==> config.mk <==
export PLATFORM = sky130hd
export DESIGN_NAME = lft_cell
export DESIGN_NICKNAME = d
export VERILOG_FILES = /design/src/rtl/core/learning_forward_table_core_assert.svh /design/src/rtl/core/lft_pkg.sv /design/src/rtl/core/lft_cell.sv
export SDC_FILE = /design/constraint.sdc
export NUM_CORES = 1
export LEC_CHECK = 0
export ABC_CLOCK_PERIOD_IN_PS = 2800
export BUFFER_PORTS_ARGS = -buffer_cell sky130_fd_sc_hd__buf_2
export CAP_MARGIN = 20
export CORE_ASPECT_RATIO = 2
export CORE_UTILIZATION = 35
export DETAILED_ROUTE_END_ITERATION = 8
export GPL_TIMING_DRIVEN = 0
export PLACE_DENSITY = 0.61
export SYNTH_ARGS = -nofsm -noshare
export SYNTH_HDL_FRONTEND = slang
export SYNTH_SLANG_ARGS = --single-unit
export TNS_END_PERCENT = 10
==> constraint.sdc <==
create_clock -name clk -period 2.8 [get_ports clk]
set_input_delay 0.28 -clock clk [delete_from_list [all_inputs] [get_ports clk]]
set_output_delay 0.28 -clock clk [all_outputs]
set_load 0.05 [all_outputs]
==> src/rtl/core/learning_forward_table_core_assert.svh <==
// Assertion macros for the learning forwarding table core
`ifndef LEARNING_FORWARD_TABLE_CORE_ASSERT_SVH
`define LEARNING_FORWARD_TABLE_CORE_ASSERT_SVH

`ifndef SYNTHESIS
`define LFT_ASSERT_ALWAYS(label, cond) \
    label: assert property (@(posedge clk) disable iff (!rst_n) (cond)) \
        else $error("assertion failed");
`define LFT_ASSERT_IMPL(label, ante, cons) \
    label: assert property (@(posedge clk) disable iff (!rst_n) (ante) |-> (cons)) \
        else $error("assertion failed");
`define LFT_ASSERT_NEXT(label, ante, cons) \
    label: assert property (@(posedge clk) disable iff (!rst_n) (ante) |=> (cons)) \
        else $error("assertion failed");
`else
`define LFT_ASSERT_ALWAYS(label, cond)
`define LFT_ASSERT_IMPL(label, ante, cons)
`define LFT_ASSERT_NEXT(label, ante, cons)
`endif

`endif

==> src/rtl/core/lft_pkg.sv <==
// Types and constants shared by the learning forwarding table core
package lft_pkg;

    localparam int unsigned DEFAULT_TABLE_ENTRIES = 64;

    localparam logic [7:0]  FRAME_FLAG   = 8'hFE;
    localparam logic [7:0]  TYPE_DATA    = 8'd0;
    localparam logic [7:0]  TYPE_CONTROL = 8'd1;
    localparam logic [16:0] LENGTH_EXTRA = 17'd8;

    typedef struct packed {
        logic [7:0]  start_byte;
        logic [7:0]  frame_type;
        logic [15:0] payload_length;
        logic [31:0] source_uid;
        logic [31:0] dest_uid;
        logic [31:0] sender_ip;
        logic [15:0] sender_port;
    } req_t;

    typedef struct packed {
        logic        frame_ok;
        logic        learned;
        logic        table_full;
        logic        forward;
        logic [31:0] dest_ip;
        logic [15:0] dest_port;
        logic [16:0] forward_length;
    } rsp_t;

    typedef struct packed {
        logic [31:0] uid;
        logic [31:0] ip;
        logic [15:0] port;
    } entry_t;

    typedef struct packed {
        logic        active;
        logic [31:0] src_uid;
        logic [31:0] dst_uid;
        logic        src_hit;
        logic        dst_hit;
        logic [31:0] hit_ip;
        logic [15:0] hit_port;
    } token_t;

    typedef enum logic [1:0] {
        ST_IDLE,
        ST_WALK,
        ST_DONE
    } state_t;

endpackage

==> src/rtl/core/lft_cell.sv <==
// One table entry that checks the passing lookup token and hands it on
module lft_cell #(
    parameter int unsigned TABLE_ENTRIES = lft_pkg::DEFAULT_TABLE_ENTRIES,
    parameter int unsigned INDEX         = 0
) (
    input  logic                                   clk,
    input  logic                                   rst_n,
    input  logic [$clog2(TABLE_ENTRIES+1)-1:0]     entry_count,
    input  logic                                   wr_en,
    input  lft_pkg::entry_t                        wr_data,
    input  lft_pkg::token_t                        tok_in,
    output lft_pkg::token_t                        tok_out
);
    import lft_pkg::*;

    localparam int unsigned CNT_W = $clog2(TABLE_ENTRIES + 1);

    entry_t entry_reg;
    logic   active_reg;
    logic   active_next;
    token_t tok_reg;
    token_t tok_next;
    logic   entry_valid;

    assign entry_valid = entry_count > CNT_W'(INDEX);

    always_comb
    begin
        tok_next = tok_in;
        if (entry_valid && entry_reg.uid == tok_in.src_uid)
        begin
            tok_next.src_hit = 1'b1;
        end
        if (entry_valid && entry_reg.uid == tok_in.dst_uid)
        begin
            tok_next.dst_hit  = 1'b1;
            tok_next.hit_ip   = entry_reg.ip;
            tok_next.hit_port = entry_reg.port;
        end
        active_next = tok_in.active;
    end

    always_ff @(posedge clk or negedge rst_n)
    begin
        if (!rst_n)
        begin
            active_reg <= 1'b0;
        end
        else
        begin
            active_reg <= active_next;
        end
    end

    always_ff @(posedge clk)
    begin
        tok_reg <= tok_next;
        if (wr_en)
        begin
            entry_reg <= wr_data;
        end
    end

    always_comb
    begin
        tok_out        = tok_reg;
        tok_out.active = active_reg;
    end

endmodule

Yosys cells after proc, flatten, opt, wreduce, memory -nomap -nowiden
Cells that the tools add are included.
{"block": "totals", "register_bits": 195, "inputBits": 205, "out_inout_bits": 115}
{"block": "op_classes", "order_cmp": 1, "n_eq_ne": 2, "n_mux": 1, "reduce_logical": 2}
{"op": "equality test 32 bit", "n": 2}
{"op": "2-to-1 mux 48 bit", "n": 1}
{"op": "> comparator 7 x 1 -> 1 bit, second input constant", "n": 1}
{"op": "logical AND 1 bit", "n": 2}

Depth between registers and ports, before layout
Gate-level depths: netlist (run 1).
{"block": "logic_depth", "word_depth": 3, "depth_mapped": 7, "depth_no_buf": 5}

Least setup slack after synthesis (run 1)
Ideal clock, no wire load.
{"block": "synth_timing", "kind": "register to register", "from": "register entry_reg[57] (netlist name)", "to": "register tok_reg (netlist bit tok_out[38])", "setup_ps": 121, "arrival_ps": 1867, "required_ps": 2679, "path_slack_ps": 811, "path_stages_with_launch": 8, "period_less_slack_ps": 1989, "path_cell_list": "edfxtp_1 -> xor2_1 -> nor4_1 -> nand3_1 -> nor4_4 -> buf_6 -> buf_8 -> mux2_4"}
{"item": "start, declared", "line": "lft_cell.sv:18", "rtl": "entry_t entry_reg;"}
{"item": "start signal, assigned", "line": "lft_cell.sv:60", "rtl": "entry_reg <= wr_data;"}
{"item": "end signal, assigned", "line": "lft_cell.sv:57", "rtl": "tok_reg <= tok_next;"}
{"item": "end, declared", "line": "lft_cell.sv:21", "rtl": "token_t tok_reg;"}

==> flow_metrics.env, run 1 <==
export IMPL_layoutNonFillerInstCount=963
export IMPL_port_buffers=319
export IMPL_pwr_share_comb_pct=13.1
export IMPL_crit_arrival_ns=2.92
export IMPL_ys_flop_type="dfxtp_1"
export IMPL_post_cts_buffers=0
export IMPL_finClkSkew_ns=0.00607
export IMPL_place_ws_ns=0.0887
export IMPL_crit_path_top_delay_cell="dlygate4sd3_1"
export IMPL_grt_max_degree=43
export IMPL_vias=4190
export IMPL_multiInputGateArea_um2=1330
export IMPL_ant_nets=0
export IMPL_largest_reg_flops=114
export IMPL_internal_power_mw=4.67
export IMPL_drcViolationCount=0
export IMPL_tns_ns=0
export IMPL_antenna_found_initial=3
export IMPL_synth_nets=543
export IMPL_r2r_end="tok_out[38]"
export IMPL_cts_resized=0
export IMPL_cts_tree="done"
export IMPL_rsz0062_at_grt="no"
export IMPL_path_class="input port to flip-flop"
export IMPL_firstDrtPassIters=4
export IMPL_worstPathRequired_ns=3.11
export IMPL_worst_path_largest_cell_delay_ns=0.54
export IMPL_clockRootBuffer="clkbuf_16"
export IMPL_fmax_mhz=382
export IMPL_clock_path_buffers=2
export IMPL_clkLatencyLatePin_ns=0.42
export IMPL_synth_cells=338
export IMPL_nets=946
export IMPL_worstReg2RegStart="entry_reg[74]"
export IMPL_hold_start="wr_data[54]"
export IMPL_reg2regPathDepth=7
export IMPL_rows=67
export IMPL_dieArea_um2=18000
export IMPL_htree_levels=4
export IMPL_drv_slew=0
export IMPL_cts_sinks=195
export IMPL_wire_per_inst_um=17.4
export IMPL_synth_common_cells="dfxtp_1, edfxtp_1, xor2_1"
export IMPL_vdd_drop_max_uv=390
export IMPL_fin_crit_ns=2.62
export IMPL_viasPerCell=4.35
export IMPL_netSwitchingFraction_pct=26.2
export IMPL_dieHeight_um=189
export IMPL_clkPwrFrac_pct=36.1
export IMPL_netlist_top_cells_area="edfxtp_1, dfxtp_1, mux2_2"
export IMPL_period_share_pct=93.4
export IMPL_place_inst=865
export IMPL_areaGrowthSynthToFinish_pct=50.4
export IMPL_crit_fanout=10
export IMPL_place_gp_congestion=0.782
export IMPL_worstPathCellList="dlygate4sd3_1 > buf_2 > xor2_1 > nor4_1 > nand3_1 > nor4_4 > buf_6 > buf_8 > mux2_4"
export IMPL_p_sw_mw=1.65
export IMPL_async_flop_share_pct=0.513
export IMPL_drive_above_1_share_pct=54.2
export IMPL_synth_top_area_share_pct=39.4
export IMPL_avgSynthCellArea_um2=18.0
export IMPL_holdBufCountCts=63
export IMPL_synth_edf_count=80
export IMPL_first_iter_violations=61
export IMPL_relSlewSlack_pct=62.1
export IMPL_worstSetupEndpointType="flip-flop"
export IMPL_die_w_um=95.3
export IMPL_hold_depth=1
export IMPL_holdPathEnd="entry_reg[54]"
export IMPL_track_usage_pct=19.0
export IMPL_final_setup_worst_slack_ns=0.185
export IMPL_fillerInstances=1442
export IMPL_hold_viol=0
export IMPL_synth_warnings=0
export IMPL_syn_area_um2=6090
export IMPL_grt_pass1_vias=4652
export IMPL_clk_pin_slew_ns=0.07
export IMPL_cellLeakagePower_nw=4.06
export IMPL_status="finished clean"
export IMPL_core_area_um2=16900
export IMPL_synth_cell_type_count=18
export IMPL_grt_pass1_wl_um=24400
export IMPL_gr_total_overflow=0
export IMPL_ff_latch_area_um2=4710
export IMPL_start_util_pct=36.0
export IMPL_synth_area_leader_cell="edfxtp_1"
export IMPL_synth_seq_cells=195
export IMPL_tightest_slew_ns=0.563
export IMPL_yosysSeqAreaShare_pct=77.3
export IMPL_dp_hpwl_um=13000
export IMPL_holdWs_ns=0.0271
export IMPL_holdCritPathClass="input port to flip-flop"
export IMPL_numCtsBuffers=17
export IMPL_drv_cap=0
export IMPL_drt_total_wl_um=16800
export IMPL_finalSetupViolations=0
export IMPL_seqPwrFrac_pct=50.9
export IMPL_synth_most_common_cell="dfxtp_1"
export IMPL_worstSetupStartpointType="input port"
export IMPL_power_density_nw_per_um2=689
export IMPL_pin_count=320
export IMPL_regToRegSetupSlack_ns=0.25
[power groups by stage]
stage | Clock (mW) | Combinational (mW) | Sequential, mW
CTS | 2.36 | 0.831 | 3.22
floorplan | 0 | 0.127 | 3.58
global placement | 0 | 0.749 | 3.27
global route | 2.45 | 0.874 | 3.23
finish | 2.28 | 0.825 | 3.22
detailed placement | 0 | 0.759 | 3.28
[cell type report]
type / count / area share, %
plain buffers: 6 / 0.614
repair buffers: 384 / 24.7
flip-flops and latches: 195 / 51.4
clock inverters: 13 / 1.04
multi-input cells: 137 / 14.5
well taps: 207 / 2.83
diodes: 2 / 0.0546
clock buffers: 19 / 4.95
[per-stage QoR]
stage / utilization [%] / area, µm² / power (mW)
final: 54.1 / 9170 / 6.32
after global routing: 54.1 / 9160 / 6.56
after CTS: 54.0 / 9150 / 6.41
after detailed placement: 47.1 / 7970 / 4.04
after global placement: 46.9 / 7950 / 4.02
after floorplan: - / 6090 / 3.71
[how the worst max path moves through the flow]
stage / from / end / slack [ns]
global placement: tok_in[76] / tok_out[45] / 0.09
CTS: tok_in[80] / tok_out[43] / 0.02
floorplan: entry_reg[57] / tok_out[38] / 0.81
global route: tok_in[67] / tok_out[38] / 0.05
detailed placement: entry_reg[74] / tok_out[43] / 0.09
finish: tok_in[80] / tok_out[38] / 0.18
[worst max-delay path, delay by kind of cell]
family        cells  cell delay, ns
buf+inv           4            1.09
xor+xnor          1            0.15
simple gates      3            1.09
mux               1            0.31
[layout by cell type (no fill, tap or decap)]
master           n
clkbuf_16       18
clkinv_4         1
buf_12           1
buf_6            1
buf_8            1
clkinv_2         3
diode_2          2
or4_4            1
a41o_1           1
buf_4            5
inv_8            1
nor4_4           2
mux2_2          39
xnor2_1         18
or2_2            1
buf_2          318
inv_4            4
nand3_1          1
dfrtp_1          1
clkbuf_1         1
mux2_4           9
dlygate4sd3_1   64
xor2_1          46
nor3_1           1
nand4_1          6
dfxtp_1        114
nor4_1          12
edfxtp_1        80
inv_6            4
[layer usage]
metal,track usage (%),wire [µm],vias up
met1,16.0,5360,1930
met5,0,13,-
met4,8.97,469,2
li1,-,-,2017
met2,37.9,9870,212
met3,5.41,1090,29
[logic make-up (layout without fill, tap and decap cells)]
group                     after synthesis  count (layout)  synth area share [%]
buffers and inverters                   6             422                 0.924
xor gates and xnor gates               64              64                  9.20
muxes                                  48              48                  9.43
AOI/OAI and AO/OA                       1               1                 0.164
and+or+nand+nor                        24              24                  3.00
other                                   0               2                     0
DFF                                   195             195                  77.3
Power figures use the tool's default switching activity.
==> inputs of run 2 (changes only) <==
--- a/config.mk
+++ b/config.mk
@@ -5,7 +5,7 @@
 export SDC_FILE = /design/constraint.sdc
 export NUM_CORES = 1
 export LEC_CHECK = 0
-export ABC_CLOCK_PERIOD_IN_PS = 2800
+export ABC_CLOCK_PERIOD_IN_PS = 2900
 export BUFFER_PORTS_ARGS = -buffer_cell sky130_fd_sc_hd__buf_2
 export CAP_MARGIN = 20
 export CORE_ASPECT_RATIO = 2
==> constraint.sdc (replaced) <==
create_clock -name clk -period 2.9 [get_ports clk]
set_input_delay 0.29 -clock clk [delete_from_list [all_inputs] [get_ports clk]]
set_output_delay 0.29 -clock clk [all_outputs]
set_load 0.05 [all_outputs]
==> run 2 against run 1 <==
  * Wire length decreased by 0.56%
  * Worst setup slack improved by 0.025 ns
  * Clock power down 4%
  * Via count fell by 0.17%
  * Critical path type unchanged
  * Critical endpoint unchanged
  * Largest power group unchanged
==> flow_metrics.env, run 2 (synthesized netlist as in run 1, its figures left out) <==
export IMPL_status="finished clean"
export IMPL_finalSetupViolations=0
export IMPL_drv_slew=0
export IMPL_numCtsBuffers=17
export IMPL_first_iter_violations=50
export IMPL_htree_levels=4
export IMPL_final_util_pct=54.0
export IMPL_internal_power_mw=4.50
export IMPL_final_cell_mix="buf_2, dfxtp_1, edfxtp_1"
export IMPL_p_sw_mw=1.60
export IMPL_relSlewSlack_pct=60.4
export IMPL_tightest_slew_ns=0.588
export IMPL_dp_hpwl_um=13000
export IMPL_antenna_found_initial=3
export IMPL_grt_pass1_vias=4675
export IMPL_dieHeight_um=189
export IMPL_holdCritPathClass="input port to flip-flop"
export IMPL_core_area_um2=16900
export IMPL_wire_per_inst_um=17.4
export IMPL_tns_ns=0
export IMPL_drcViolationCount=0
export IMPL_largest_reg_flops=114
export IMPL_cts_sinks=195
export IMPL_start_util_pct=36.0
export IMPL_drt_total_wl_um=16700
export IMPL_clockRootBuffer="clkbuf_16"
export IMPL_grt_pass1_wl_um=24400
export IMPL_nets=944
export IMPL_crit_arrival_ns=3.00
export IMPL_grt_max_degree=43
export IMPL_die_w_um=95.3
export IMPL_ant_nets=0
export IMPL_rsz0062_at_grt="no"
export IMPL_clk_pin_slew_ns=0.07
export IMPL_areaGrowthSynthToFinish_pct=50.1
export IMPL_pwr_share_comb_pct=13.0
export IMPL_port_buffers=319
export IMPL_period_share_pct=92.8
export IMPL_fin_crit_ns=2.69
export IMPL_rows=67
export IMPL_place_gp_congestion=0.782
export IMPL_final_common_cell="buf_2"
export IMPL_clkLatencyLatePin_ns=0.42
export IMPL_vdd_drop_max_uv=378
export IMPL_path_class="input port to flip-flop"
export IMPL_netSwitchingFraction_pct=26.2
export IMPL_vias=4183
export IMPL_power_density_nw_per_um2=667
export IMPL_cts_tree="done"
export IMPL_worstSetupEndpointType="flip-flop"
export IMPL_worstSetupStartpointType="input port"
export IMPL_gr_total_overflow=0
export IMPL_clock_path_buffers=2
export IMPL_finClkSkew_ns=0.00593
export IMPL_cellLeakagePower_nw=4.05
export IMPL_drv_cap=0
export IMPL_fmax_mhz=372
export IMPL_post_cts_buffers=0
export IMPL_pin_count=320
export IMPL_track_usage_pct=19.0
export IMPL_viasPerCell=4.35
export IMPL_firstDrtPassIters=4
export IMPL_seqPwrFrac_pct=50.9
export IMPL_clkPwrFrac_pct=36.1
export IMPL_crit_fanout=10
export IMPL_dieArea_um2=18000
export IMPL_worstPathRequired_ns=3.21
export IMPL_hold_viol=0
export IMPL_drive_above_1_share_pct=54.4
run 2: per-stage QoR:
| step | instances | instance area, µm² | hold slack, ns | power (mW) | setup slack (ns) |
|---|---|---|---|---|---|
| 2_1_floorplan | 338 | 6090 | -0.00559 | 3.58 | 0.911 |
| 3_3_place_gp | 864 | 7950 | 0.0640 | 3.88 | 0.184 |
| 3_5_place_dp | 865 | 7970 | 0.0659 | 3.90 | 0.183 |
| 4_1_cts | 958 | 9130 | 0.00698 | 6.18 | 0.0734 |
| 5_1_grt | 960 | 9140 | 0.00153 | 6.33 | 0.0907 |
| 6_report | 961 | 9150 | 0.0259 | 6.10 | 0.210 |
run 2: worst max-delay path, stage by stage:
cell and delay, ns:
dlygate4sd3_1 0.55, buf_2 0.14, xor2_1 0.15, nor4_1 0.47, nand3_1 0.23, nor4_4 0.44
buf_6 0.24, buf_8 0.17, mux2_4 0.31
run 2: worst paths after layout:
path,startpoint,cells after the start,end,slack (ns)
setup / recovery,tok_in[76],9,tok_out[38],0.21
hold / removal,tok_in[50],1,tok_out[50],0.03
setup reg to reg,entry_reg[74],7,tok_out[38],0.34
hold reg to reg,entry_reg[41],1,tok_out[41],0.47
max in group asynchronous,rst_n,2,active_reg,2.65
min in group asynchronous,rst_n,2,active_reg,0.17
run 2: what timing repair did:
item / in CTS / in global routing
hold buffers: 61 / 1
hold endpoints to repair: 61 / 1
gates resized for setup: 0 / 0
run 2: final cells by class:
| cell class | count | area [µm²] |
|---|---|---|
| Sequential cell | 195 | 4710 |
| Clock buffer | 19 | 454 |
| Buffer | 6 | 56.3 |
| Clock inverter | 13 | 95.1 |
| Antenna cell | 2 | 5.00 |
| Fill cell | 1437 | 7790 |
| Timing Repair Buffer | 382 | 2240 |
| Tap cell | 207 | 259 |
| Multi-Input combinational cell | 137 | 1330 |
run 2: power groups by stage:
stage | sequential (mW) | combinational [mW] | clock [mW]
after detailed placement | 3.17 | 0.733 | 0
after global routing | 3.12 | 0.842 | 2.37
after CTS | 3.11 | 0.800 | 2.28
after floorplan | 3.46 | 0.123 | 0
after global placement | 3.16 | 0.723 | 0
final | 3.10 | 0.794 | 2.20
run 2: per-layer routing:
| layer | global-route usage, % | wire [µm] | part of all wire [%] |
|---|---|---|---|
| met5 | 0 | 13 | 0.078 |
| met4 | 9.03 | 481 | 2.9 |
| met3 | 5.37 | 1100 | 6.6 |
| met2 | 37.8 | 9830 | 59 |
| met1 | 16.1 | 5280 | 32 |
