File: config.mk
export PLATFORM = sky130hd
export DESIGN_NAME = lft_ctrl
export DESIGN_NICKNAME = d
export VERILOG_FILES = /design/src/rtl/core/lft_pkg.sv /design/src/rtl/core/lft_ctrl.sv
export VERILOG_INCLUDE_DIRS = /design/src /design/src/rtl/core
export SDC_FILE = /design/constraint.sdc
export NUM_CORES = 1
export LEC_CHECK = 0
export ABC_AREA = 1
export ABC_CLOCK_PERIOD_IN_PS = 19250
export BUFFER_PORTS_ARGS = -buffer_cell sky130_fd_sc_hd__buf_2
export CELL_PAD_IN_SITES_DETAIL_PLACEMENT = 0
export CELL_PAD_IN_SITES_GLOBAL_PLACEMENT = 2
export CORE_AREA = 2 2 232 234
export CTS_CLUSTER_DIAMETER = 200
export DETAILED_ROUTE_END_ITERATION = 7
export DIE_AREA = 0 0 234 236
export MAX_ROUTING_LAYER = met4
export PLACE_DENSITY = 0.66
export SYNTH_ARGS = -nofsm -noshare
export SYNTH_HDL_FRONTEND = slang
export SYNTH_SLANG_ARGS = --single-unit
export TNS_END_PERCENT = 20
File: constraint.sdc
create_clock -name clk -period 19.25 [get_ports clk]
set_input_delay 2.8875 -clock clk [delete_from_list [all_inputs] [get_ports clk]]
set_output_delay 2.8875 -clock clk [all_outputs]
set_load 0.01 [all_outputs]
File: src/rtl/core/learning_forward_table_core_assert.svh
// Assertion macros for the learning forwarding table core
`ifndef LEARNING_FORWARD_TABLE_CORE_ASSERT_SVH
`define LEARNING_FORWARD_TABLE_CORE_ASSERT_SVH

`ifndef SYNTHESIS
`define LFT_ASSERT_ALWAYS(label, cond) \
    label: assert property (@(posedge clk) disable iff (!rst_n) (cond)) \
        else $error("assertion failed");
`define LFT_ASSERT_IMPL(label, ante, cons) \
    label: assert property (@(posedge clk) disable iff (!rst_n) (ante) |-> (cons)) \
        else $error("assertion failed");
`define LFT_ASSERT_NEXT(label, ante, cons) \
    label: assert property (@(posedge clk) disable iff (!rst_n) (ante) |=> (cons)) \
        else $error("assertion failed");
`else
`define LFT_ASSERT_ALWAYS(label, cond)
`define LFT_ASSERT_IMPL(label, ante, cons)
`define LFT_ASSERT_NEXT(label, ante, cons)
`endif

`endif

File: src/rtl/core/lft_pkg.sv
// Types and constants shared by the learning forwarding table core
package lft_pkg;

    localparam int unsigned DEFAULT_TABLE_ENTRIES = 64;

    localparam logic [7:0]  FRAME_FLAG   = 8'hFE;
    localparam logic [7:0]  TYPE_DATA    = 8'd0;
    localparam logic [7:0]  TYPE_CONTROL = 8'd1;
    localparam logic [16:0] LENGTH_EXTRA = 17'd8;

    typedef struct packed {
        logic [7:0]  start_byte;
        logic [7:0]  frame_type;
        logic [15:0] payload_length;
        logic [31:0] source_uid;
        logic [31:0] dest_uid;
        logic [31:0] sender_ip;
        logic [15:0] sender_port;
    } req_t;

    typedef struct packed {
        logic        frame_ok;
        logic        learned;
        logic        table_full;
        logic        forward;
        logic [31:0] dest_ip;
        logic [15:0] dest_port;
        logic [16:0] forward_length;
    } rsp_t;

    typedef struct packed {
        logic [31:0] uid;
        logic [31:0] ip;
        logic [15:0] port;
    } entry_t;

    typedef struct packed {
        logic        active;
        logic [31:0] src_uid;
        logic [31:0] dst_uid;
        logic        src_hit;
        logic        dst_hit;
        logic [31:0] hit_ip;
        logic [15:0] hit_port;
    } token_t;

    typedef enum logic [1:0] {
        ST_IDLE,
        ST_WALK,
        ST_DONE
    } state_t;

endpackage

File: src/rtl/core/lft_ctrl.sv
// Sequencer: injects lookups, learns sources and registers the decision
`include "learning_forward_table_core_assert.svh"
module lft_ctrl #(
    parameter int unsigned TABLE_ENTRIES = lft_pkg::DEFAULT_TABLE_ENTRIES
) (
    input  logic                                   clk,
    input  logic                                   rst_n,
    input  logic                                   req_valid,
    output logic                                   req_ready,
    input  lft_pkg::req_t                          req_data,
    output logic                                   rsp_valid,
    input  logic                                   rsp_ready,
    output lft_pkg::rsp_t                          rsp_data,
    output lft_pkg::token_t                        inject,
    input  lft_pkg::token_t                        tail,
    output logic [$clog2(TABLE_ENTRIES+1)-1:0]     entry_count,
    output logic [TABLE_ENTRIES-1:0]               wr_en,
    output lft_pkg::entry_t                        wr_data
);
    import lft_pkg::*;

    localparam int unsigned CNT_W = $clog2(TABLE_ENTRIES + 1);
    localparam int unsigned IDX_W = $clog2(TABLE_ENTRIES);

    state_t             state_reg;
    state_t             state_next;
    req_t               item_reg;
    logic               src_hit_reg;
    logic               dst_hit_reg;
    logic [31:0]        hit_ip_reg;
    logic [15:0]        hit_port_reg;
    logic [CNT_W-1:0]   count_reg;
    logic [CNT_W-1:0]   count_next;
    logic               rsp_valid_reg;
    logic               rsp_valid_next;
    rsp_t               rsp_reg;
    rsp_t               rsp_next;

    logic               accept;
    logic               commit;
    logic               frame_ok;
    logic               type_ok;
    logic               has_room;
    logic               learn;
    logic               self_hit;

    assign req_ready   = state_reg == ST_IDLE;
    assign accept      = req_valid && req_ready;
    assign rsp_valid   = rsp_valid_reg;
    assign rsp_data    = rsp_reg;
    assign entry_count = count_reg;

    always_comb
    begin
        inject          = '0;
        inject.active   = accept;
        inject.src_uid  = req_data.source_uid;
        inject.dst_uid  = req_data.dest_uid;
    end

    assign frame_ok = item_reg.start_byte == FRAME_FLAG;
    assign type_ok  = item_reg.frame_type == TYPE_DATA || item_reg.frame_type == TYPE_CONTROL;
    assign has_room = count_reg < CNT_W'(TABLE_ENTRIES);
    assign learn    = frame_ok && type_ok && !src_hit_reg && has_room;
    assign self_hit = learn && item_reg.dest_uid == item_reg.source_uid;

    always_comb
    begin
        state_next = state_reg;
        commit     = 1'b0;
        case (state_reg)
            ST_IDLE:
            begin
                if (accept)
                begin
                    state_next = ST_WALK;
                end
            end
            ST_WALK:
            begin
                if (tail.active)
                begin
                    state_next = ST_DONE;
                end
            end
            ST_DONE:
            begin
                if (!rsp_valid_reg || rsp_ready)
                begin
                    commit     = 1'b1;
                    state_next = ST_IDLE;
                end
            end
            default:
            begin
                state_next = ST_IDLE;
            end
        endcase
    end

    always_comb
    begin
        rsp_next            = '0;
        rsp_next.frame_ok   = frame_ok;
        rsp_next.learned    = learn;
        rsp_next.table_full = frame_ok && type_ok && !src_hit_reg && !has_room;
        if (frame_ok && item_reg.frame_type == TYPE_DATA && (dst_hit_reg || self_hit))
        begin
            rsp_next.forward        = 1'b1;
            rsp_next.dest_ip        = dst_hit_reg ? hit_ip_reg : item_reg.sender_ip;
            rsp_next.dest_port      = dst_hit_reg ? hit_port_reg : item_reg.sender_port;
            rsp_next.forward_length = {1'b0, item_reg.payload_length} + LENGTH_EXTRA;
        end
    end

    always_comb
    begin
        rsp_valid_next = rsp_valid_reg;
        if (commit)
        begin
            rsp_valid_next = 1'b1;
        end
        else if (rsp_ready)
        begin
            rsp_valid_next = 1'b0;
        end
        count_next = (commit && learn) ? count_reg + CNT_W'(1) : count_reg;
        for (int i = 0; i < TABLE_ENTRIES; i++)
        begin
            wr_en[i] = commit && learn && count_reg[IDX_W-1:0] == IDX_W'(i);
        end
        wr_data.uid  = item_reg.source_uid;
        wr_data.ip   = item_reg.sender_ip;
        wr_data.port = item_reg.sender_port;
    end

    always_ff @(posedge clk or negedge rst_n)
    begin
        if (!rst_n)
        begin
            state_reg     <= ST_IDLE;
            count_reg     <= '0;
            rsp_valid_reg <= 1'b0;
        end
        else
        begin
            state_reg     <= state_next;
            count_reg     <= count_next;
            rsp_valid_reg <= rsp_valid_next;
        end
    end

    always_ff @(posedge clk)
    begin
        if (accept)
        begin
            item_reg <= req_data;
        end
        if (state_reg == ST_WALK && tail.active)
        begin
            src_hit_reg  <= tail.src_hit;
            dst_hit_reg  <= tail.dst_hit;
            hit_ip_reg   <= tail.hit_ip;
            hit_port_reg <= tail.hit_port;
        end
        if (commit)
        begin
            rsp_reg <= rsp_next;
        end
    end

    `LFT_ASSERT_ALWAYS(a_count_bound, count_reg <= CNT_W'(TABLE_ENTRIES))
    `LFT_ASSERT_NEXT(a_count_step, 1'b1, count_reg == $past(count_reg) || count_reg == $past(count_reg) + CNT_W'(1))
    `LFT_ASSERT_IMPL(a_flags_exclusive, rsp_valid_reg, !(rsp_reg.learned && rsp_reg.table_full))
    `LFT_ASSERT_IMPL(a_bad_frame_quiet, rsp_valid_reg && !rsp_reg.frame_ok, !rsp_reg.learned && !rsp_reg.table_full && !rsp_reg.forward)
    `LFT_ASSERT_IMPL(a_no_forward_zero, rsp_valid_reg && !rsp_reg.forward, rsp_reg.dest_ip == 32'd0 && rsp_reg.dest_port == 16'd0 && rsp_reg.forward_length == 17'd0)
    `LFT_ASSERT_IMPL(a_tail_when_walking, tail.active, state_reg == ST_WALK)

endmodule

# Word level (Yosys, flattened, before mapping)
# Cells that the tools add are included.
# word_totals
output_inout_bits	337
ff_bits	273
input_bits	263
wordCells	191
# op_classes
n_reduce_logical	85
n_addsub	2
n_mux	11
order_cmp	1
n_eq_ne	71
# op_table
cell	count
== test 6 bit (second input constant)	32
== test 6 x 5 -> 1 bit (second input constant)	16
logical AND 1 bit	74
two-way mux 66 bit	1
== test 6 x 4 -> 1 bit (second input constant)	8
== test 32 bit	1
two-way mux 32 bit	1
== test 6 x 3 -> 1 bit (second input constant)	4
adder 16 x 4 -> 17 bit (second input constant)	1
two-way mux 16 bit	1
== test 6 x 2 -> 1 bit (second input constant)	2
== test 8 x 1 -> 1 bit (second input constant)	1
== test 8 bit (second input constant)	1
logical NOT 8 bit	1
adder 7 x 1 -> 7 bit (second input constant)	1
< comparator 7 bit (second input constant)	1
== test 6 x 1 -> 1 bit (second input constant)	1
logical NOT 6 bit	1
two-way mux 2 bit	3
case mux 2 bit (3 select lines)	1
two-way mux 1 bit	4
!= test 2 bit (second input constant)	2
logical NOT 1 bit	3
logical OR 1 bit	3
6 further kinds	6

# Depth between registers and ports, before layout
# Gate-level depths: netlist of the first run.
# logic_depth
depth_word	9
depth_mapped	13
depth_no_buf	11

# Worst setup path before layout of the first run
# Ideal clock, no wire load.
# synth_timing
path_kind	input to output
start	input port req_valid
end	output port inject[114] (netlist bit)
setup_slack_ns	6.760
arrival_ns	9.603
stages	3
required_ns	16.362
path_buffers	1
cell_sequence	inv_1 > nor2_1 > buf_4
# synth_via
elab_chain_len	1
# synth_lines
item	line_no	rtl
start: declaration	lft_ctrl.sv:8	input logic req_valid,
logical AND 1 bit	lft_ctrl.sv:48	assign accept = req_valid && req_ready;
end: declaration	lft_ctrl.sv:14	output lft_pkg::token_t inject,
# No other way between the ends.

# Worst setup path after layout of the first run
# layout_timing
start	input port rsp_ready
end	output port wr_en[26]
# layout_via
elab_chain_len	5
# layout_lines
item	line_no	rtl
start: declaration	lft_ctrl.sv:12	input logic rsp_ready,
logical OR 1 bit	lft_ctrl.sv:88	if (!rsp_valid_reg || rsp_ready)
two-way mux 1 bit	lft_ctrl.sv:88	
two-way mux 1 bit	lft_ctrl.sv:71	case (state_reg)
named net commit	lft_ctrl.sv:40	logic commit;
logical AND 1 bit (2 in series)	lft_ctrl.sv:130	wr_en[i] = commit && learn && count_reg[IDX_W-1:0] == IDX_W'(i);
end: declaration	lft_ctrl.sv:17	output logic [TABLE_ENTRIES-1:0] wr_en,
# The timed path passes the listed nets, and every way through them passes these cells.

==> results of run 1 <==
[final cells by class]
cell class                 instances  share of cell area, %
antenna                            5                0.08293
sequential                       273                  54.00
clock inverter                    15                  1.053
inverter                          47                  1.169
tap                              696                  5.772
timing repair buffer             490                  16.42
multi-input combinational        412                  15.50
clock buffer                      43                  6.004
[where the power goes]
part	total, mW	internal (mW)	switching [mW]
Combinational	0.257	0.0862	0.171
Clock	0.620	0.373	0.246
Sequential	0.807	0.771	0.0362
Total	1.68	1.23	0.453
[placed cells by master (no fill, tap or decap), drive strengths merged]
cell type	n
buf	490
edfxtp	263
nor2	165
nand2	84
conb	50
inv	49
mux2i	48
clkbuf	43
xnor2	30
xor2	11
dfrtp	10
nand3	8
clkinv	8
diode	5
nand4	5
ha	5
bufinv	3
o22ai	2
clkinvlp	2
nor3	1
and3	1
nor4	1
o21ai	1
[synth_stat cells]
master    number
and3_1         1
buf_2          1
buf_4        195
buf_6          4
buf_8          2
clkbuf_1      11
conb_1         1
dfrtp_1       10
edfxtp_1     263
ha_1           5
inv_1         47
mux2i_1       48
nand2_1       83
nand2_2        1
nand3_1        7
nand3_2        1
nand4_1        5
nor2_1       141
nor2_2         2
nor2_4        22
nor3_1         1
nor4_1         1
o21ai_0        1
o22ai_1        2
xnor2_1       30
xor2_1        11
[per-stage QoR]
step | total power [mW] | utilization (%) | instance area [um2] | hold slack, ns | setup WS [ns]
floorplan | 1.015 | - | 12220 | 0.5191 | 6.760
global placement | 1.086 | 26.40 | 14010 | 0.5297 | 11.49
detailed placement | 1.089 | 26.40 | 14010 | 0.5370 | 11.52
CTS | 1.725 | 28.41 | 15080 | 0.5509 | 11.52
global route | 1.770 | 28.43 | 15090 | 0.5693 | 11.33
finish | 1.684 | 28.43 | 15090 | 0.5473 | 11.58
[worst max-delay path, cell delays in order]
cell     delay [ns]
buf_2          0.07
nor2_1         0.07
nor2_4         0.58
nand2_2        0.29
nor2_1         0.38
nand2_1        0.20
nor2_1         0.13
buf_2          0.15
[cell families (layout without fill, tap and decap cells)]
kind of cell | Yosys count | in the layout | synth area share (%)
xor gates and xnor gates | 41 | 41 | 2.984
muxes | 48 | 48 | 3.993
DFF | 273 | 273 | 67.71
adders and majority gates | 5 | 5 | 0.5199
AOI/OAI and AO/OA | 3 | 3 | 0.1455
other | 1 | 55 | 0.03116
and+or+nand+nor | 265 | 265 | 9.981
buffers and inverters | 260 | 595 | 14.64
[metal layers]
metal	vias to the layer above	track usage [%]
met1	3507	13.03
met4	0	5.178
met5	-	-
met3	77	3.808
li1	3484	-
met2	313	19.09
[worst paths after layout]
path,slack (ns),from,endpoint
worst max-delay path,11.58,rsp_ready,wr_en[26]
worst min-delay path,0.55,item_reg[112]$_DFFE_PP_,rsp_data[0]$_SDFFCE_PN0P_
worst max register to register,16.58,wr_data[73]$_DFFE_PP_,rsp_data[41]$_SDFFCE_PN0P_
worst min register to register,0.55,item_reg[112]$_DFFE_PP_,rsp_data[0]$_SDFFCE_PN0P_
max in group asynchronous,16.82,rst_n,entry_count[5]$_DFFE_PN0P_
min in group asynchronous,2.23,rst_n,entry_count[3]$_DFFE_PN0P_
==> impl_metrics.toml, run 1 <==
[clock_network]
postCtsResizedCells = 0
clkTransAtPathRegs_ns = 0.06
cts_max_level = 2
root_buffer = "clkbuf_16"
clock_sinks = 273
clk_path_buf_depth = 3
worstSkewPairLatency_ns = 0.52
cts_hold_buf = 0
numCtsBuffers = 34
cts_tree = "done"
post_cts_buffers = 0

[routing]
wl_met2_mm = 16.04
drtIter0Drc = 250
drc = 0
vias = 7381
drt_wl_total_mm = 32.61
post_drt_via_cell_ratio = 3.726
wire_per_inst_um = 16.46
route.antenna.remaining_nets = 0
first_pass_iters = 4
highest_layer = "met4"
wl_met3_mm = 2.668
wirelength_met1_mm = 12.74

[final_layout]
register_area_um2 = 8148
largest_reg_flops = 80
final_nets = 1526
fill_cells = 5544
multi_input_area_um2 = 2338
area_growth_syn_to_layout_pct = 25.38
drive_gt1_share_pct = 44.30
finalNonFillerCells = 1981

[sta]
fin_crit_sh_pct = 39.84
clock_skew_ns = 0.01474
relSlewSlack_pct = 28.38
worst_pin_slew_ns = 1.074
setup_viol = 0
grt_setup_unrepaired = "false"
period_minus_slack_ns = 7.669
hold_viol = 0
fmax_mhz = 130.4
fin_setup_tns_ns = 0
maxSlewViolCount = 0

[yosys]
ys_types = 26
ys_warn_count = 0
netlist_top_cells_area = "edfxtp_1 (66%), buf_4 (12%), nor2_1 (4.4%)"
yosysTopAreaCell = "edfxtp_1"
syn_area_per_cell_um2 = 13.43
syn_inst = 896
synth_seq_cells = 273
syn_area_um2 = 12030
synth_top_area_share_pct = 65.63
synth-seq-area-share_pct = 67.71

[critical_path]
cp-start-kind = "primary input"
critPathArrivalTime_ns = 4.78
required_ns = 16.36
end_kind = "output pin"
crit_fanout = 19
worstSetupPathType = "primary input to output pin"
reg2reg_depth = 10

[pwr]
irDropWorstVdd_uv = 69.12
leakagePower_nw = 6.446
powerDensity_nw_per_um2 = 111.6

[global_routing]
grt_pass1_wl_mm = 46.15
grt_max_degree = 143
antenna_found_initial = 5
track_usage_pct = 11.72
grt_pass1_vias = 7408
overflow = 0

[run_status]
outcome = "finished, final reports clean"

[place]
place_hpwl_mm = 23.96
place.gp.congestion = 0.7476
io_buffer_count = 485
placedCellCount = 1918

[floorplan]
die_y_um = 236
die_w_um = 234
pin_count = 600
start_util_pct = 22.68
num_rows = 85
core_area_um2 = 53070
die_area_um2 = 55220

[job]
cap_violations = 0

[hold_path]
holdPathStages = 2
hold_class = "flip-flop to flip-flop"
Note: power is estimated with default switching activity, not from simulation.
==> run 2, diff against run 1 <==
ABC_AREA = 0   (was 1)
ABC_CLOCK_PERIOD_IN_PS = 6550   (was 19250)
CORE_AREA = 2 2 231 233   (was 2 2 232 234)
DIE_AREA = 0 0 233 235   (was 0 0 234 236)
PLACE_DENSITY = 0.68   (was 0.66)
clock period = 6.55 ns   (was 19.25 ns; I/O delays follow)
==> impl_metrics.toml, run 2 <==
[critical_path]
r2r_slack_ns = 3.23
end_kind = "output pin"
slowest_stage = "or3b_1"
r2r-end = "rsp_data[5]$_SDFFCE_PN0P_"
critPathArrivalTime_ns = 3.93
crit_family = "simple AND/OR/NAND/NOR gates"
reg2reg_depth = 7
crit_fanout = 16
crit_buf_inv = 1
cp_cell_sequence = "or4_1 -> or4_4 -> nor4b_4 -> or3b_1 -> nor2_1 -> buf_2"
r2r_start = "item_reg[129]$_DFFE_PP_"
required_ns = 5.57
worstSetupPathType = "flip-flop to output pin"
cp_slowest_stage_delay_ns = 0.89
path_depth = 6
cp-start-kind = "flip-flop"

[routing]
drc = 0
wire_per_inst_um = 17.65
drtIter0Drc = 306
post_drt_via_cell_ratio = 3.992
route.antenna.remaining_nets = 0
drt_wl_total_mm = 33.35
vias = 7545
first_pass_iters = 4

[floorplan]
pin_count = 600
die_area_um2 = 54760
die_w_um = 233
num_rows = 84
start_util_pct = 22.89
core_area_um2 = 52240
die_y_um = 235

[yosys]
synth_seq_cells = 273
synth_ff_type = "edfxtp_1"
ys_top_cells_by_count = "edfxtp_1 (263), buf_4 (198), nor2_1 (62)"
synth-edff-count = 263
syn_area_per_cell_um2 = 14.62
synth_top_area_share_pct = 66.04
yosysTopAreaCell = "edfxtp_1"
async_flop_share_pct = 3.663
yosysMostFrequentCell = "edfxtp_1"
ys_types = 41
syn_area_um2 = 11960
syn_inst = 818
netlist_top_cells_area = "edfxtp_1 (66%), buf_4 (12%), a32o_1 (4.0%)"
synth-seq-area-share_pct = 68.13
ys_warn_count = 0

[sta]
relSlewSlack_pct = 18.83
fin_ws_ns = 1.634
hold_viol = 0
worst_pin_slew_ns = 1.218
maxSlewViolCount = 0
clock_skew_ns = 0.01910
fin_setup_tns_ns = 0
period_minus_slack_ns = 4.916
fin_crit_sh_pct = 75.05
fmax_mhz = 203.4
grt_setup_unrepaired = "false"
setup_viol = 0

[pwr]
leakagePower_nw = 6.027
powerDensity_nw_per_um2 = 295.2
p_int_mw = 3.410
clkPwrFrac_pct = 42.9
pwr-share-comb_pct = 8.9
irDropWorstVdd_uv = 257.1
power_mw = 4.448
switchingPower_mw = 1.038
p_sw_share_pct = 23.33
sequentialPowerShare_pct = 48.2

[final_layout]
area_growth_syn_to_layout_pct = 25.99
final_common_cell = "buf_2"
final_nets = 1440
finalNonFillerCells = 1890
drive_gt1_share_pct = 47.12
mostFrequentLayoutCells = "buf_2 (485), edfxtp_1 (263), nor2_1 (61)"
largest_reg_flops = 80
postLayoutCellArea_um2 = 15070
fill_cells = 5353

[clock_network]
numCtsBuffers = 34
clk_path_buf_depth = 3
postCtsResizedCells = 0
cts_max_level = 2
clock_sinks = 273
clkTransAtPathRegs_ns = 0.06
worstSkewPairLatency_ns = 0.52
cts_tree = "done"
post_cts_buffers = 0
cts_hold_buf = 0
root_buffer = "clkbuf_16"

[place]
io_buffer_count = 485
place_area_um2 = 13930
place.gp.congestion = 0.7996
place_hpwl_mm = 24.06
placedCellCount = 1824
pre_cts_ws_ns = 2.144

[job]
cap_violations = 0

[hold_path]
hold_class = "primary input to async pin"

[global_routing]
overflow = 0
grt_pass1_vias = 7539
antenna_found_initial = 5
grt_max_degree = 110
track_usage_pct = 12.07
grt_pass1_wl_mm = 47.40

[run_status]
outcome = "finished, final reports clean"
==> run 2: changes by cell type in the layout (fill, tap and decap cells not counted), sizes merged, moves of 4 or more <==
cell   previous run  this run
xor2             11         7
nor3              1        12
nand2            84        22
nor2b             0        52
xnor2            30        41
nand4             5        12
mux2i            48         1
nor2            165        72
buf             490       494
a32o              0        48
inv              49         4
and2              0         6
==> run 2: worst max-delay path by stage <==
stage                              to                    start  slack, ns
after floorplan           inject[114]                req_valid       0.80
after global placement      wr_en[15]  item_reg[129]$_DFFE_PP_       2.15
after detailed placement    wr_en[14]  item_reg[129]$_DFFE_PP_       2.14
after CTS                   wr_en[14]  item_reg[129]$_DFFE_PP_       1.56
after global routing        wr_en[12]  item_reg[129]$_DFFE_PP_       1.43
final                       wr_en[14]  item_reg[129]$_DFFE_PP_       1.63
==> run 2: worst register-to-register path, stage by stage, from the launching register on <==
cell,delay [ns]
edfxtp_1,0.36
or4_1,0.52
or4_4,0.58
nor2_4,0.55
buf_4,0.50
o21ai_0,0.16
buf_4,0.23
nor3_1,0.24
==> run 2: layout make-up <==
cell class | count | area, um2 | share of cell area [%]
multi-input combinational | 366 | 2406 | 15.97
clock buffer | 44 | 909.6 | 6.037
tap | 688 | 860.8 | 5.713
inverter | 3 | 11.26 | 0.07474
sequential | 273 | 8148 | 54.08
timing repair buffer | 494 | 2507 | 16.64
antenna | 5 | 12.51 | 0.08304
clock inverter | 17 | 211.5 | 1.403
==> run 2: through the flow <==
| step | hold WS, ns | utilization, % |
|---|---|---|
| 2_1_floorplan | 0.4496 | - |
| 3_3_place_gp | 0.4929 | 26.67 |
| 3_5_place_dp | 0.5048 | 26.67 |
| 4_1_cts | 0.2857 | 28.82 |
| 5_1_grt | 0.3099 | 28.84 |
| 6_report | 0.3249 | 28.84 |
==> run 2: cell families after synthesis <==
group	synth area share (%)
other	0.03136
adders and majority gates	0.5231
muxes	0.08370
xor gates and xnor gates	3.515
buffers and inverters	13.58
and+or+nand+nor	9.751
DFF	68.13
AOI/OAI and AO/OA	4.384
==> run 2: power groups by stage <==
| stage | logic [mW] | registers [mW] | clock network [mW] |
|---|---|---|---|
| after floorplan | 0.280 | 2.19 | 0 |
| after global placement | 0.404 | 2.18 | 0 |
| after detailed placement | 0.407 | 2.18 | 0 |
| after CTS | 0.408 | 2.15 | 1.99 |
| after global routing | 0.433 | 2.16 | 2.04 |
| final | 0.394 | 2.14 | 1.91 |
==> run 2: routing by layer <==
layer | up-vias | GRT usage [%] | part of all wire (%)
met4 | 0 | 4.632 | 2.9
met1 | 3686 | 13.61 | 39
met3 | 54 | 3.058 | 7.8
met5 | - | - | 0
li1 | 3442 | - | -
met2 | 363 | 20.45 | 50
==> run 3, diff against run 2 <==
ABC_CLOCK_PERIOD_IN_PS = 4490   (was 6550)
clock period = 4.49 ns   (was 6.55 ns; I/O delays follow)
==> impl_metrics.toml, run 3 (synthesis gave the netlist of run 2 again) <==
[pwr]
p_sw_share_pct = 23.11
leakagePower_nw = 6.078
p_int_mw = 5.039
switchingPower_mw = 1.514
powerDensity_nw_per_um2 = 432.1
irDropWorstVdd_uv = 278.8
sequentialPowerShare_pct = 47.9
pwr-share-comb_pct = 8.8
clkPwrFrac_pct = 43.3

[final_layout]
fill_cells = 5319
register_area_um2 = 8148
final_util_pct = 29.03
final_common_cell = "buf_2"
final_nets = 1446
multi_input_area_um2 = 2406
area_growth_syn_to_layout_pct = 26.82
drive_gt1_share_pct = 47.38
largest_reg_flops = 80
mostFrequentLayoutCells = "buf_2 (485), edfxtp_1 (263), nor2_1 (61)"

[floorplan]
start_util_pct = 22.89
num_rows = 84
die_area_um2 = 54760
core_area_um2 = 52240
die_y_um = 235
pin_count = 600
die_w_um = 233

[critical_path]
slowest_stage = "or4_4"
crit_fanout = 16
required_ns = 3.82
critPathArrivalTime_ns = 3.54
cp_cell_sequence = "or4_1 -> or4_4 -> nor4b_4 -> nand3b_1 -> nor2_1 -> buf_2"
end_kind = "output pin"
cp_slowest_stage_delay_ns = 0.63
worstSetupPathType = "flip-flop to output pin"
cp-start-kind = "flip-flop"

[clock_network]
clk_path_buf_depth = 3
root_buffer = "clkbuf_16"
postCtsResizedCells = 0
worstSkewPairLatency_ns = 0.52
cts_max_level = 2
cts_tree = "done"
clock_sinks = 273
numCtsBuffers = 34
clkTransAtPathRegs_ns = 0.06

[global_routing]
grt_max_degree = 86
grt_pass1_wl_mm = 48.34
track_usage_pct = 12.41
overflow = 0
antenna_found_initial = 8
grt_pass1_vias = 7415

[routing]
post_drt_via_cell_ratio = 3.935
drt_wl_total_mm = 34.58
first_pass_iters = 5
vias = 7461
wire_per_inst_um = 18.24
drtIter0Drc = 327
drc = 0
route.antenna.remaining_nets = 0

[place]
place_hpwl_mm = 25.18
io_buffer_count = 485
place.gp.congestion = 0.7969

[job]
cap_violations = 0

[sta]
worst_pin_slew_ns = 1.004
grt_setup_unrepaired = "false"
fmax_mhz = 237.3
fin_setup_tns_ns = 0
relSlewSlack_pct = 33.05
fin_crit_sh_pct = 93.87
setup_viol = 0
hold_viol = 0
maxSlewViolCount = 0
clock_skew_ns = 0.01003
period_minus_slack_ns = 4.215

[run_status]
outcome = "finished, final reports clean"

[hold_path]
hold_class = "primary input to flip-flop"
[run 3: cell types whose count changed in the layout (fill, tap and decap cells not counted), sizes merged]
| cell | delta |
|---|---|
| dlygate4sd3 | +1 |
| diode | +2 |
| clkinvlp | -1 |
| clkinv | -1 |
| buf | +5 |
[run 3: path summary, 6_finish.rpt]
kind                       cells after the start  slack (ns)                          to                     start
setup reg to reg                               6        1.51  rsp_data[29]$_SDFFCE_PN0P_   item_reg[129]$_DFFE_PP_
max in group asynchronous                      2        3.73  entry_count[6]$_DFFE_PN0P_                     rst_n
setup / recovery                               6        0.28                   wr_en[38]   item_reg[129]$_DFFE_PP_
min in group asynchronous                      2        0.56    state_reg[0]$_DFFE_PN0P_                     rst_n
hold reg to reg                                1        0.50    state_reg[0]$_DFFE_PN0P_  state_reg[1]$_DFFE_PN0P_
hold / removal                                 1        0.32    hit_ip_reg[15]$_DFFE_PP_                  tail[31]
[run 3: per-stage QoR]
step                      hold WS [ns]  power [mW]  instances  instance area [um2]  worst slack (ns)
final                           0.3234       6.553       1896                15170            0.2752
after detailed placement        0.4888       3.788       1829                13980            0.7742
after global placement          0.4726       3.777       1829                13980            0.8191
after global routing            0.2824       6.832       1896                15170           0.05085
after floorplan                 0.3779       3.593        867                12150           -0.4628
after CTS                       0.2732       6.701       1889                15150            0.1803
[run 3: cell type report]
cell class,instances,area share (%)
flip-flops and latches,273,53.72
repair buffers,500,16.93
multi-input cells,366,15.87
clock buffers,44,6.278
well taps,688,5.676
clock inverters,15,1.337
diodes,7,0.1155
inverters,3,0.07425
[run 3: critical path, delay by kind of cell, from the launching register on]
family / cells / cell delay, ns
AND/OR/NAND/NOR: 5 / 2.48
flip-flops: 1 / 0.35
buffers and inverters: 1 / 0.17
[run 3: power groups by stage]
stage               Clock (mW)  Sequential, mW  Combinational, mW
detailed placement           0            3.20              0.592
CTS                       2.96            3.14              0.595
floorplan                    0            3.18              0.409
finish                    2.84            3.14              0.574
global placement             0            3.19              0.588
global route              3.04            3.16              0.630
[run 3: repair_timing]
item / in CTS / in global routing
hold endpoints to repair: 10 / 0
setup buffers: 0 / 0
hold buffers: 1 / 0
setup endpoints to repair: 0 / 0
[run 3: per-layer routing]
| layer | up-vias | GRT usage [%] | share of wire, % |
|---|---|---|---|
| li1 | 3447 | - | - |
| met1 | 3611 | 13.84 | 38 |
| met2 | 353 | 21.03 | 51 |
| met3 | 50 | 3.653 | 8.3 |
| met4 | 0 | 4.323 | 2.5 |
| met5 | - | - | 0 |
